===== config.mk =====
export PLATFORM = sky130hd
export DESIGN_NAME = vmlsu_queue
export DESIGN_NICKNAME = d
export VERILOG_FILES = /design/src/hdl/vmlsu_pkg.sv /design/src/hdl/vmlsu_queue.sv
export SDC_FILE = /design/constraint.sdc
export NUM_CORES = 1
export LEC_CHECK = 0
export BUFFER_PORTS_ARGS = -buffer_cell sky130_fd_sc_hd__buf_2
export CAP_MARGIN = 10
export CORE_ASPECT_RATIO = 1.5
export CORE_MARGIN = 3
export CORE_UTILIZATION = 51
export DETAILED_ROUTE_END_ITERATION = 16
export HOLD_SLACK_MARGIN = 0.02
export PLACE_DENSITY = 0.77
export SLEW_MARGIN = 20
export SYNTH_ARGS = -nofsm -noshare
export SYNTH_HDL_FRONTEND = slang
export SYNTH_SLANG_ARGS = --single-unit

===== constraint.sdc =====
create_clock -name clk -period 10.2 [get_ports clk]
set_clock_uncertainty 0.2 [all_clocks]
set_input_delay 1.02 -clock clk [delete_from_list [all_inputs] [get_ports clk]]
set_output_delay 1.02 -clock clk [all_outputs]
set_load 0.01 [all_outputs]

===== src/hdl/vmlsu_pkg.sv =====
// ----------------------------------------------------------------------------
// vmlsu_pkg: shared types and constants of the load/store unit
// Operation codes, the queue entry type and the default memory size.
// ----------------------------------------------------------------------------
package vmlsu_pkg;

	localparam int MEM_BYTES_DEF = 65536;

	localparam logic [3:0] K_ST8     = 4'd0;
	localparam logic [3:0] K_ST16    = 4'd1;
	localparam logic [3:0] K_ST32    = 4'd2;
	localparam logic [3:0] K_ST64    = 4'd3;
	localparam logic [3:0] K_LD8U    = 4'd4;
	localparam logic [3:0] K_LD8S32  = 4'd5;
	localparam logic [3:0] K_LD8S64  = 4'd6;
	localparam logic [3:0] K_LD16U   = 4'd7;
	localparam logic [3:0] K_LD16S32 = 4'd8;
	localparam logic [3:0] K_LD16S64 = 4'd9;
	localparam logic [3:0] K_LD32U   = 4'd10;
	localparam logic [3:0] K_LD32S64 = 4'd11;
	localparam logic [3:0] K_LD64    = 4'd12;
	localparam logic [3:0] K_FILL    = 4'd13;
	localparam logic [3:0] K_MOVE    = 4'd14;

	// Classified operation handed from front to back.
	typedef struct packed {
		logic [3:0]  kind;
		logic        fault;
		logic        is_st;
		logic        is_ld;
		logic        is_span;   // fill or move with a non-empty span
		logic [3:0]  nbytes;    // 1..8 for single accesses
		logic [31:0] src;
		logic [31:0] dst;
		logic [63:0] data;
		logic [31:0] len;
	} op_t;

endpackage


===== src/hdl/vmlsu_queue.sv =====
// ----------------------------------------------------------------------------
// vmlsu_queue: two-entry queue
// Decouples the decode front from the memory back end.
// ----------------------------------------------------------------------------
module vmlsu_queue
	import vmlsu_pkg::*;
(
	input  logic clk,
	input  logic arst_n,
	input  logic w_valid,
	output logic w_ready,
	input  op_t  w_op,
	output logic r_valid,
	input  logic r_ready,
	output op_t  r_op
);
	op_t  ent_q [2];
	logic wp_q, rp_q;
	logic [1:0] cnt_q;
	logic push, pop;

	assign w_ready = cnt_q != 2'd2;
	assign r_valid = cnt_q != 2'd0;
	assign r_op    = ent_q[rp_q];
	assign push    = w_valid && w_ready;
	assign pop     = r_valid && r_ready;

	always_ff @(posedge clk or negedge arst_n) begin
		if (!arst_n) begin
			wp_q  <= 1'b0;
			rp_q  <= 1'b0;
			cnt_q <= 2'd0;
		end else begin
			if (push) wp_q <= !wp_q;
			if (pop)  rp_q <= !rp_q;
			cnt_q <= cnt_q + 2'(push) - 2'(pop);
		end
	end

	always_ff @(posedge clk) begin
		if (push) begin
			ent_q[wp_q] <= w_op;
		end
	end
endmodule


==> impl_results.md <==
- Vias in the first global route: 7001
- Max cap viols: 0
- Routed len/inst: 19.9 um
- Actual slew at the worst max-slew pin: 0.953 ns
- Mapped Nets: 734
- Worst r2r dst: ent_q[0][12]$_DFFE_PP_
- Global-route wire length before repair: 37600 um
- Final setup vio count: 0
- Hold Slack: 0.0662 ns
- Post-placement setup slack: 6.55 ns
- Cell row count: 70
- Crit path capture type: output port
- Core ar.: 0.0244 mm^2
- FF-to-FF setup slack: 7.43 ns
- Clock Sinks: 348
- Tmin final: 4.14 ns
- Hold-fix buffers at CTS: 0
- Status: finished clean
- Via density per instance: 5.08
- Syn Inst Count: 557
- Die Width: 135 um
- Worst path required time: 8.98 ns
- Sequential-to-total area share from yosys stat: 0.822
- Largest net degree at the start of global routing: 83
- # port buffers: 349
- Gr ovfl total: 0
- Layout area overhead: 24.0%
- Hold Fails Final Rpt: 0
- CTS max path bufs: 3
- Seq cells post-synth: 348
- Gr usage total: 0.183
- Highest Clock Rate: 0.241 GHz
- Critical-path maximum fanout: 73
- Layout cells sized above 1: 0.606
- Antenna violations before repair: 12
- Relative slew slack: 0.365
- Worst reg2reg path depth: 4
- Drt first pass iters: 4
- Root Driver: clkbuf_16
- CTS H-tree lvls: 1
- Reg2reg start: cnt_q[0]$_DFF_PN0_
- Launching element type of the critical path: flop
- CTS tree: done
- Max IR drop VDD: 0.000208 V
- Pwr/cell area: 284 mW/mm^2
- Num CTS Buffers: 31
- P_leak: 5.85 nW
- Vias: 6531
- Slack of the critical path: 6.06 ns
- WP data arrival: 2.92 ns
- Post-route ant nets: 0
- Post-cts resize count: 0
- Synthesized area per cell: 22.8 um^2
- Slew Limit Fails: 0
- 1st-iter DRT viols: 316
- Final nets: 1104
- Synth Cell Area: 0.0127 mm^2
- Setup TNS: 0 ns
- Worst hold path type: input port to async pin
- Clk_lat worst skew: 0.55 ns
- RSZ-0062 raised after global routing: false
- # Post-CTS Setup Buffers: 0
- CTS clk-pin slew, worst paths: 0.06 ns
- Die height: 199 um
- IO Pins: 350
- Die Area: 0.0269 mm^2
- Yosys warnings: 0
- GP Congestion: 0.797
- Post-synthesis cell type count: 18
- Initial Utilization: 0.520
- Drt total wl: 25500 um
- DRC: 0
- Hpwl dp: 17300 um
- Fin crit share: 0.406
- Crit Path Class: flop to output port
## worst max-delay path: stages, from the launching register on
cell and delay (ns):
dfrtp_4 0.89, buf_4 0.83, mux2_2 0.43, buf_2 0.14
## per-stage QoR
step	instance area (um^2)	instances	power (mW)	utilization
2_1_floorplan	12700	557	2.98	-
3_3_place_gp	14700	1217	3.37	0.602
3_5_place_dp	14700	1217	3.40	0.602
4_1_cts	15700	1273	4.52	0.642
5_1_grt	15700	1285	4.68	0.644
6_report	15700	1286	4.47	0.644
## logic make-up after synthesis
kind of cell             share of synthesized area
AO/OA/AOI/OAI                              0.00187
flip-flops                                   0.822
buffers and inverters                       0.0163
multiplexers                                 0.153
adder cells (fa/ha/maj)                   0.000985
AND/OR/NAND/NOR                            0.00473
XOR/XNOR                                   0.00207
## routing by layer
metal | track usage | part of all wire | vias to the layer above
met5 | 0 | 0.00051 | -
li1 | - | - | 2982
met4 | 0.0940 | 0.038 | 2
met1 | 0.200 | 0.34 | 3246
met2 | 0.331 | 0.55 | 246
met3 | 0.0406 | 0.062 | 55
## registers in the layout (all words and copies together) (netlist names)
name	flops
rp_q	1
wp_q	1
ent_q	344
cnt_q	2
## synth_stat cells, drive strengths merged
library cell	n	share of area
mux2	172	0.15
o21ai	1	0.00039
or2	1	0.00049
nand2	2	0.00059
nand2b	1	0.00049
ha	1	0.00099
edfxtp	344	0.81
nand3	1	0.00039
o21ba	1	0.00079
nor4bb	1	0.00079
xnor2	3	0.0021
a311oi	1	0.00069
nor2b	1	0.00049
and3	1	0.00059
nor2	3	0.00089
dfrtp	4	0.0079
buf	19	0.016
## worst max-delay path by stage
stage / endpoint / start / slack, ns / cells past startpoint
floorplan: ent_q[0][0]$_DFFE_PP_ / w_valid / 1.06 / 2
global placement: r_op[157] / rp_q$_DFFE_PN0P_ / 6.54 / 3
detailed placement: r_op[157] / rp_q$_DFFE_PN0P_ / 6.55 / 3
CTS: r_op[157] / rp_q$_DFFE_PN0P_ / 5.94 / 3
global route: r_op[153] / rp_q$_DFFE_PN0P_ / 5.85 / 3
finish: r_op[159] / rp_q$_DFFE_PN0P_ / 6.06 / 3
## area by class of cell
type | count | area [um^2]
Fill cell | 1701 | 8700
Antenna cell | 12 | 30.0
Clock inverter | 18 | 174
Tap cell | 324 | 405
Clock buffer | 38 | 802
Multi-Input combinational cell | 190 | 2070
Timing Repair Buffer | 356 | 1820
Sequential cell | 348 | 10400
## power breakdown
part           switching [mW]  internal (mW)  leakage [nW]
logic                   0.700          0.582          2.14
registers               0.111           1.95          3.25
clock network           0.484          0.634         0.471
## cells in the final DEF, fill, tap and decap left out, drive strengths merged, types with 2 or more instances in the layout
master    synthesis  routed
diode             0      12
bufinv            0       3
buf              19     356
nand2             2       2
mux2            172     172
clkinv            0      12
clkbuf            0      38
nor2              3       3
clkinvlp          0       2
edfxtp          344     344
xnor2             3       3
dfrtp             4       4
(Power assumes the default switching activity.)
