### src/hdl/vmlsu_pkg.sv
// ----------------------------------------------------------------------------
// vmlsu_pkg: shared types and constants of the load/store unit
// Operation codes, the queue entry type and the default memory size.
// ----------------------------------------------------------------------------
package vmlsu_pkg;

	localparam int MEM_BYTES_DEF = 65536;

	localparam logic [3:0] K_ST8     = 4'd0;
	localparam logic [3:0] K_ST16    = 4'd1;
	localparam logic [3:0] K_ST32    = 4'd2;
	localparam logic [3:0] K_ST64    = 4'd3;
	localparam logic [3:0] K_LD8U    = 4'd4;
	localparam logic [3:0] K_LD8S32  = 4'd5;
	localparam logic [3:0] K_LD8S64  = 4'd6;
	localparam logic [3:0] K_LD16U   = 4'd7;
	localparam logic [3:0] K_LD16S32 = 4'd8;
	localparam logic [3:0] K_LD16S64 = 4'd9;
	localparam logic [3:0] K_LD32U   = 4'd10;
	localparam logic [3:0] K_LD32S64 = 4'd11;
	localparam logic [3:0] K_LD64    = 4'd12;
	localparam logic [3:0] K_FILL    = 4'd13;
	localparam logic [3:0] K_MOVE    = 4'd14;

	// Classified operation handed from front to back.
	typedef struct packed {
		logic [3:0]  kind;
		logic        fault;
		logic        is_st;
		logic        is_ld;
		logic        is_span;   // fill or move with a non-empty span
		logic [3:0]  nbytes;    // 1..8 for single accesses
		logic [31:0] src;
		logic [31:0] dst;
		logic [63:0] data;
		logic [31:0] len;
	} op_t;

endpackage

### src/hdl/vmlsu_front.sv
// ----------------------------------------------------------------------------
// vmlsu_front: decode and bounds check
// Registers each request, classifies it and checks it against memory size.
// ----------------------------------------------------------------------------
module vmlsu_front
	import vmlsu_pkg::*;
#(
	parameter int MEM_BYTES = MEM_BYTES_DEF
) (
	input  logic        clk,
	input  logic        arst_n,
	input  logic        in_valid,
	output logic        in_ready,
	input  logic [3:0]  kind,
	input  logic [31:0] address,
	input  logic [31:0] dest_address,
	input  logic [63:0] store_data,
	input  logic [31:0] span_length,
	output logic        op_valid,
	input  logic        op_ready,
	output op_t         op
);
	localparam logic [32:0] LIMIT = 33'(MEM_BYTES);

	logic [3:0] n;
	logic       st, ld, fl, mv, f;
	logic       src_ok, dst_ok;
	op_t        op_q;
	logic       valid_q;

	always_comb begin
		st = kind <= K_ST64;
		ld = kind >= K_LD8U && kind <= K_LD64;
		fl = kind == K_FILL;
		mv = kind == K_MOVE;
		if (st) begin
			n = 4'd1 << kind[1:0];
		end else if (kind <= K_LD8S64) begin
			n = 4'd1;
		end else if (kind <= K_LD16S64) begin
			n = 4'd2;
		end else if (kind <= K_LD32S64) begin
			n = 4'd4;
		end else begin
			n = 4'd8;
		end
		if (st || ld) begin
			src_ok = ({1'b0, address} + 33'(n)) <= LIMIT;
		end else begin
			src_ok = ({1'b0, address} + {1'b0, span_length}) <= LIMIT;
		end
		dst_ok = ({1'b0, dest_address} + {1'b0, span_length}) <= LIMIT;
		f = ((st || ld || fl) && !src_ok) || (mv && !(src_ok && dst_ok));
	end

	assign in_ready = !valid_q || op_ready;
	assign op_valid = valid_q;
	assign op       = op_q;

	always_ff @(posedge clk or negedge arst_n) begin
		if (!arst_n) begin
			valid_q <= 1'b0;
		end else if (in_ready) begin
			valid_q <= in_valid;
		end
	end

	always_ff @(posedge clk) begin
		if (in_ready && in_valid) begin
			op_q.kind    <= kind;
			op_q.fault   <= f;
			op_q.is_st   <= st && !f;
			op_q.is_ld   <= ld && !f;
			op_q.is_span <= (fl || mv) && !f && span_length != 32'd0;
			op_q.nbytes  <= n;
			op_q.src     <= address;
			op_q.dst     <= dest_address;
			op_q.data    <= store_data;
			op_q.len     <= span_length;
		end
	end
endmodule

### config.mk
export PLATFORM = sky130hd
export DESIGN_NAME = vmlsu_front
export DESIGN_NICKNAME = d
export VERILOG_FILES = /design/src/hdl/vmlsu_pkg.sv /design/src/hdl/vmlsu_front.sv
export SDC_FILE = /design/constraint.sdc
export NUM_CORES = 1
export LEC_CHECK = 0
export BUFFER_PORTS_ARGS = -buffer_cell sky130_fd_sc_hd__clkbuf_2
export CAP_MARGIN = 40
export CORE_MARGIN = 3
export CORE_UTILIZATION = 45
export CTS_BUF_LIST = sky130_fd_sc_hd__clkbuf_16
export DETAILED_ROUTE_END_ITERATION = 16
export PLACE_DENSITY = 0.77
export SYNTH_ARGS = -nofsm -noshare
export SYNTH_HDL_FRONTEND = slang
export SYNTH_SLANG_ARGS = --single-unit
### constraint.sdc
create_clock -name clk -period 5.5 [get_ports clk]
set_clock_uncertainty 0.05 [all_clocks]
set_input_delay 1.375 -clock clk [delete_from_list [all_inputs] [get_ports clk]]
set_output_delay 1.375 -clock clk [all_outputs]
set_load 0.01 [all_outputs]
==> impl_metrics.tcl <==
set metrics [dict create \
    ctsResizeCount 0 \
    ys_async_sr_fraction_pct 0.578 \
    hold_viol 0 \
    worst_pin_slew_ns 0.763 \
    synth_top_area_share_pct 50.5 \
    worst_setup_path_start_kind "primary input" \
    gr-total-overflow 0 \
    firstDrtPassIters 5 \
    ios 342 \
    relSlewSlack_pct 48.6 \
    rows 54 \
    cp.buffers_inverters 2 \
    cts_root_buf "clkbuf_16" \
    num_vias 9296 \
    critPathRequiredTime_ns 5.63 \
    crit_family "compound AO/OA/AOI/OAI gates" \
    critPathCaptureType "flip-flop" \
    antenna_left 0 \
    yosysMostFrequentCell "edfxtp_1" \
    synth-edff-count 172 \
    die_area_sq_mm 0.0246 \
    cts_hold_buffers 0 \
    die_h_um 157 \
    dp_hpwl_mm 25.8 \
    finalMaxSlewViolations 0 \
    port_buffers 341 \
    max_freq_ghz 0.205 \
    cts_buffers 17 \
    coreArea_sq_mm 0.0221 \
    place_inst 1537 \
    rsz0062_at_grt "false" \
    synth_top_family_by_area "compound AO/OA/AOI/OAI gates" \
    fin_cells 1574 \
    path_class "in2reg" \
    htree_levels 4 \
    ys_seq_area_share_pct 50.7 \
    crit_top_cell "o21ai_0" \
    wl_per_cell_um 20.6 \
    synth_compound_area_share_pct 17.8 \
    maxCapViolations 0 \
    antenna_found_initial 4 \
    cts.path.max_buffers 2 \
    setup_violations 0 \
    vias_per_cell 5.91 \
    initial_core_util_pct 46.3 \
    ys_top_cells_by_area "edfxtp_1 (50%), ha_1 (8.3%), a21oi_1 (3.6%)" \
    drive_gt1_share_pct 30.6 \
    p_leak_nw 5.43 \
    ys_top_cells_by_count "edfxtp_1 (172), a21oi_1 (73), nand2_1 (71), nor2_1 (69), ha_1 (68)" \
    grt_pass1_vias 8743 \
    synthesis.area_sq_mm 0.0102 \
    pwr-share-comb_pct 22.3 \
    crit_path_max_fanout 4 \
    area_growth_pct 25.3 \
    grt_pass1_wl_mm 48.2 \
    p_per_area_mw_per_mm2 277 \
    syn_area_per_cell_sq_um 10.8 \
    status "finished clean" \
    pre_cts_ws_ns 0.316 \
    internal_power_mw 2.45 \
    drcViolationCount 0 \
    synth_fa_ha_area_share_pct 9.00 \
    synthesis.nets 1183 \
    cp_slowest_cell "o21ai_0" \
    cts_setup_buffers 0 \
    fin_ws_ns 0.625 \
    synthCells 944 \
    seq_power_share_pct 43.8 \
    synth_xor_area_share_pct 3.51 \
    p_sw_mw 1.10 \
    drt_iter0_markers 768 \
    tritoncts "yes" \
    fin_nets 1515 \
    synthSimpleGateAreaFrac_pct 15.4 \
    ys_seq_elements 173 \
    synthMuxAreaShare_pct 1.21 \
    fin_crit_sh_pct 88.6 \
    clkLatencyLatePin_ns 0.43 \
    switching_share_pct 30.9 \
    routabilityCongestion 0.944 \
    die_w_um 157 \
    clk_pin_slew_ns 0.08 \
    clock-sinks 173 \
    track_usage_pct 25.4 \
    period_needed_ns 4.88 \
    slowest_delay_ns 0.42 \
    cp.arrival_ns 5.00 \
    wl_mm 32.4 \
    crit_chain "clkbuf_2 > ha_1 > inv_1 > fa_1 > nand2b_1 > a2111oi_0 > nor2_1 > o21ai_0 > a31oi_1 > o21ai_0 > mux2_2 > nor4_1 > nand4_1 > a221o_1" \
    hp-class "reg2reg" \
    grt_start_max_net_pins 91 \
    ys.flop_type "edfxtp_1" \
    synth_top_area_cell "edfxtp_1" \
    finalSetupTns_ns 0 \
    ys_warn_count 0 \
    synth_cell_types 71 \
    vdd_ir_drop_max_uv 177 \
    clkPwrFrac_pct 33.9 \
]
power groups by stage:
stage	Clock, mW	Combinational (mW)	Sequential [mW]
CTS	1.23	0.782	1.56
floorplan	0	0.446	1.63
detailed placement	0	0.776	1.59
global placement	0	0.764	1.58
global route	1.28	0.868	1.56
finish	1.21	0.791	1.56
per-layer routing:
metal	vias up	routed length (um)	global-route usage [%]
met5	-	10	0
met4	2	964	10.1
met3	59	2350	4.92
met2	421	16800	45.7
met1	4449	12400	29.7
li1	4365	-	-
cell usage in the layout, fill, tap and decap left out, types with 12 or more instances in the layout:
| cell type | count |
|---|---|
| nand4_1 | 25 |
| o21ai_0 | 53 |
| nand2_1 | 71 |
| clkbuf_2 | 341 |
| inv_1 | 33 |
| xor2_1 | 19 |
| nor3_1 | 19 |
| and3_1 | 13 |
| a21o_1 | 21 |
| edfxtp_1 | 172 |
| a21oi_1 | 73 |
| ha_1 | 68 |
| xnor2_1 | 22 |
| nor4_1 | 16 |
| clkbuf_16 | 17 |
| nand3_1 | 38 |
| a211oi_1 | 17 |
| nor2_1 | 69 |
| o211ai_1 | 12 |
final cells by class:
class	count	area (sq um)
fillers	1840	9270
flip-flops and latches	173	5190
multi-input cells	707	4800
repair buffers	344	1740
clock buffers	17	425
well taps	280	350
clock inverters	15	174
inverters	33	124
diodes	5	12.5
final timing paths:
path	start	cells past startpoint	endpoint	slack [ns]
worst max register to register	op_valid$_DFFE_PN0N_	3	op[17]$_DFFE_PP_	3.42
min in group asynchronous	arst_n	1	op_valid$_DFFE_PN0N_	0.65
worst min register to register	op_valid$_DFFE_PN0N_	2	op_valid$_DFFE_PN0N_	0.53
worst min-delay path	op_valid$_DFFE_PN0N_	2	op_valid$_DFFE_PN0N_	0.53
max in group asynchronous	arst_n	1	op_valid$_DFFE_PN0N_	4.67
worst max-delay path	span_length[0]	14	op[167]$_DFFE_PP_	0.62
worst min-delay path: cells and delay by family, from the launching register on:
kind             cells  cell delay [ns]
flip-flops           1             0.35
AND/OR/NAND/NOR      2             0.19
cells by family (layout without fill, tap and decap cells):
logic type,after synthesis,in the layout
buf+inv,64,409
xor+xnor,41,41
simple gates,311,311
fa+ha+maj,72,72
compound gates,271,271
mux,12,12
other cells,0,5
flops,173,173
registers in the layout (all words and copies together) (netlist names):
signal and flops:
op 172, op_valid 1
stage by stage:
step | power [mW] | utilization [%] | hold slack (ns) | instance area (sq um)
CTS | 3.57 | 58.0 | 0.529 | 12800
detailed placement | 2.36 | 55.3 | 0.512 | 12200
global placement | 2.35 | 55.3 | 0.505 | 12200
floorplan | 2.07 | - | 0.572 | 10200
finish | 3.55 | 58.0 | 0.525 | 12800
global route | 3.71 | 58.0 | 0.542 | 12800
No activity file was read; power rests on OpenSTA's default activity.
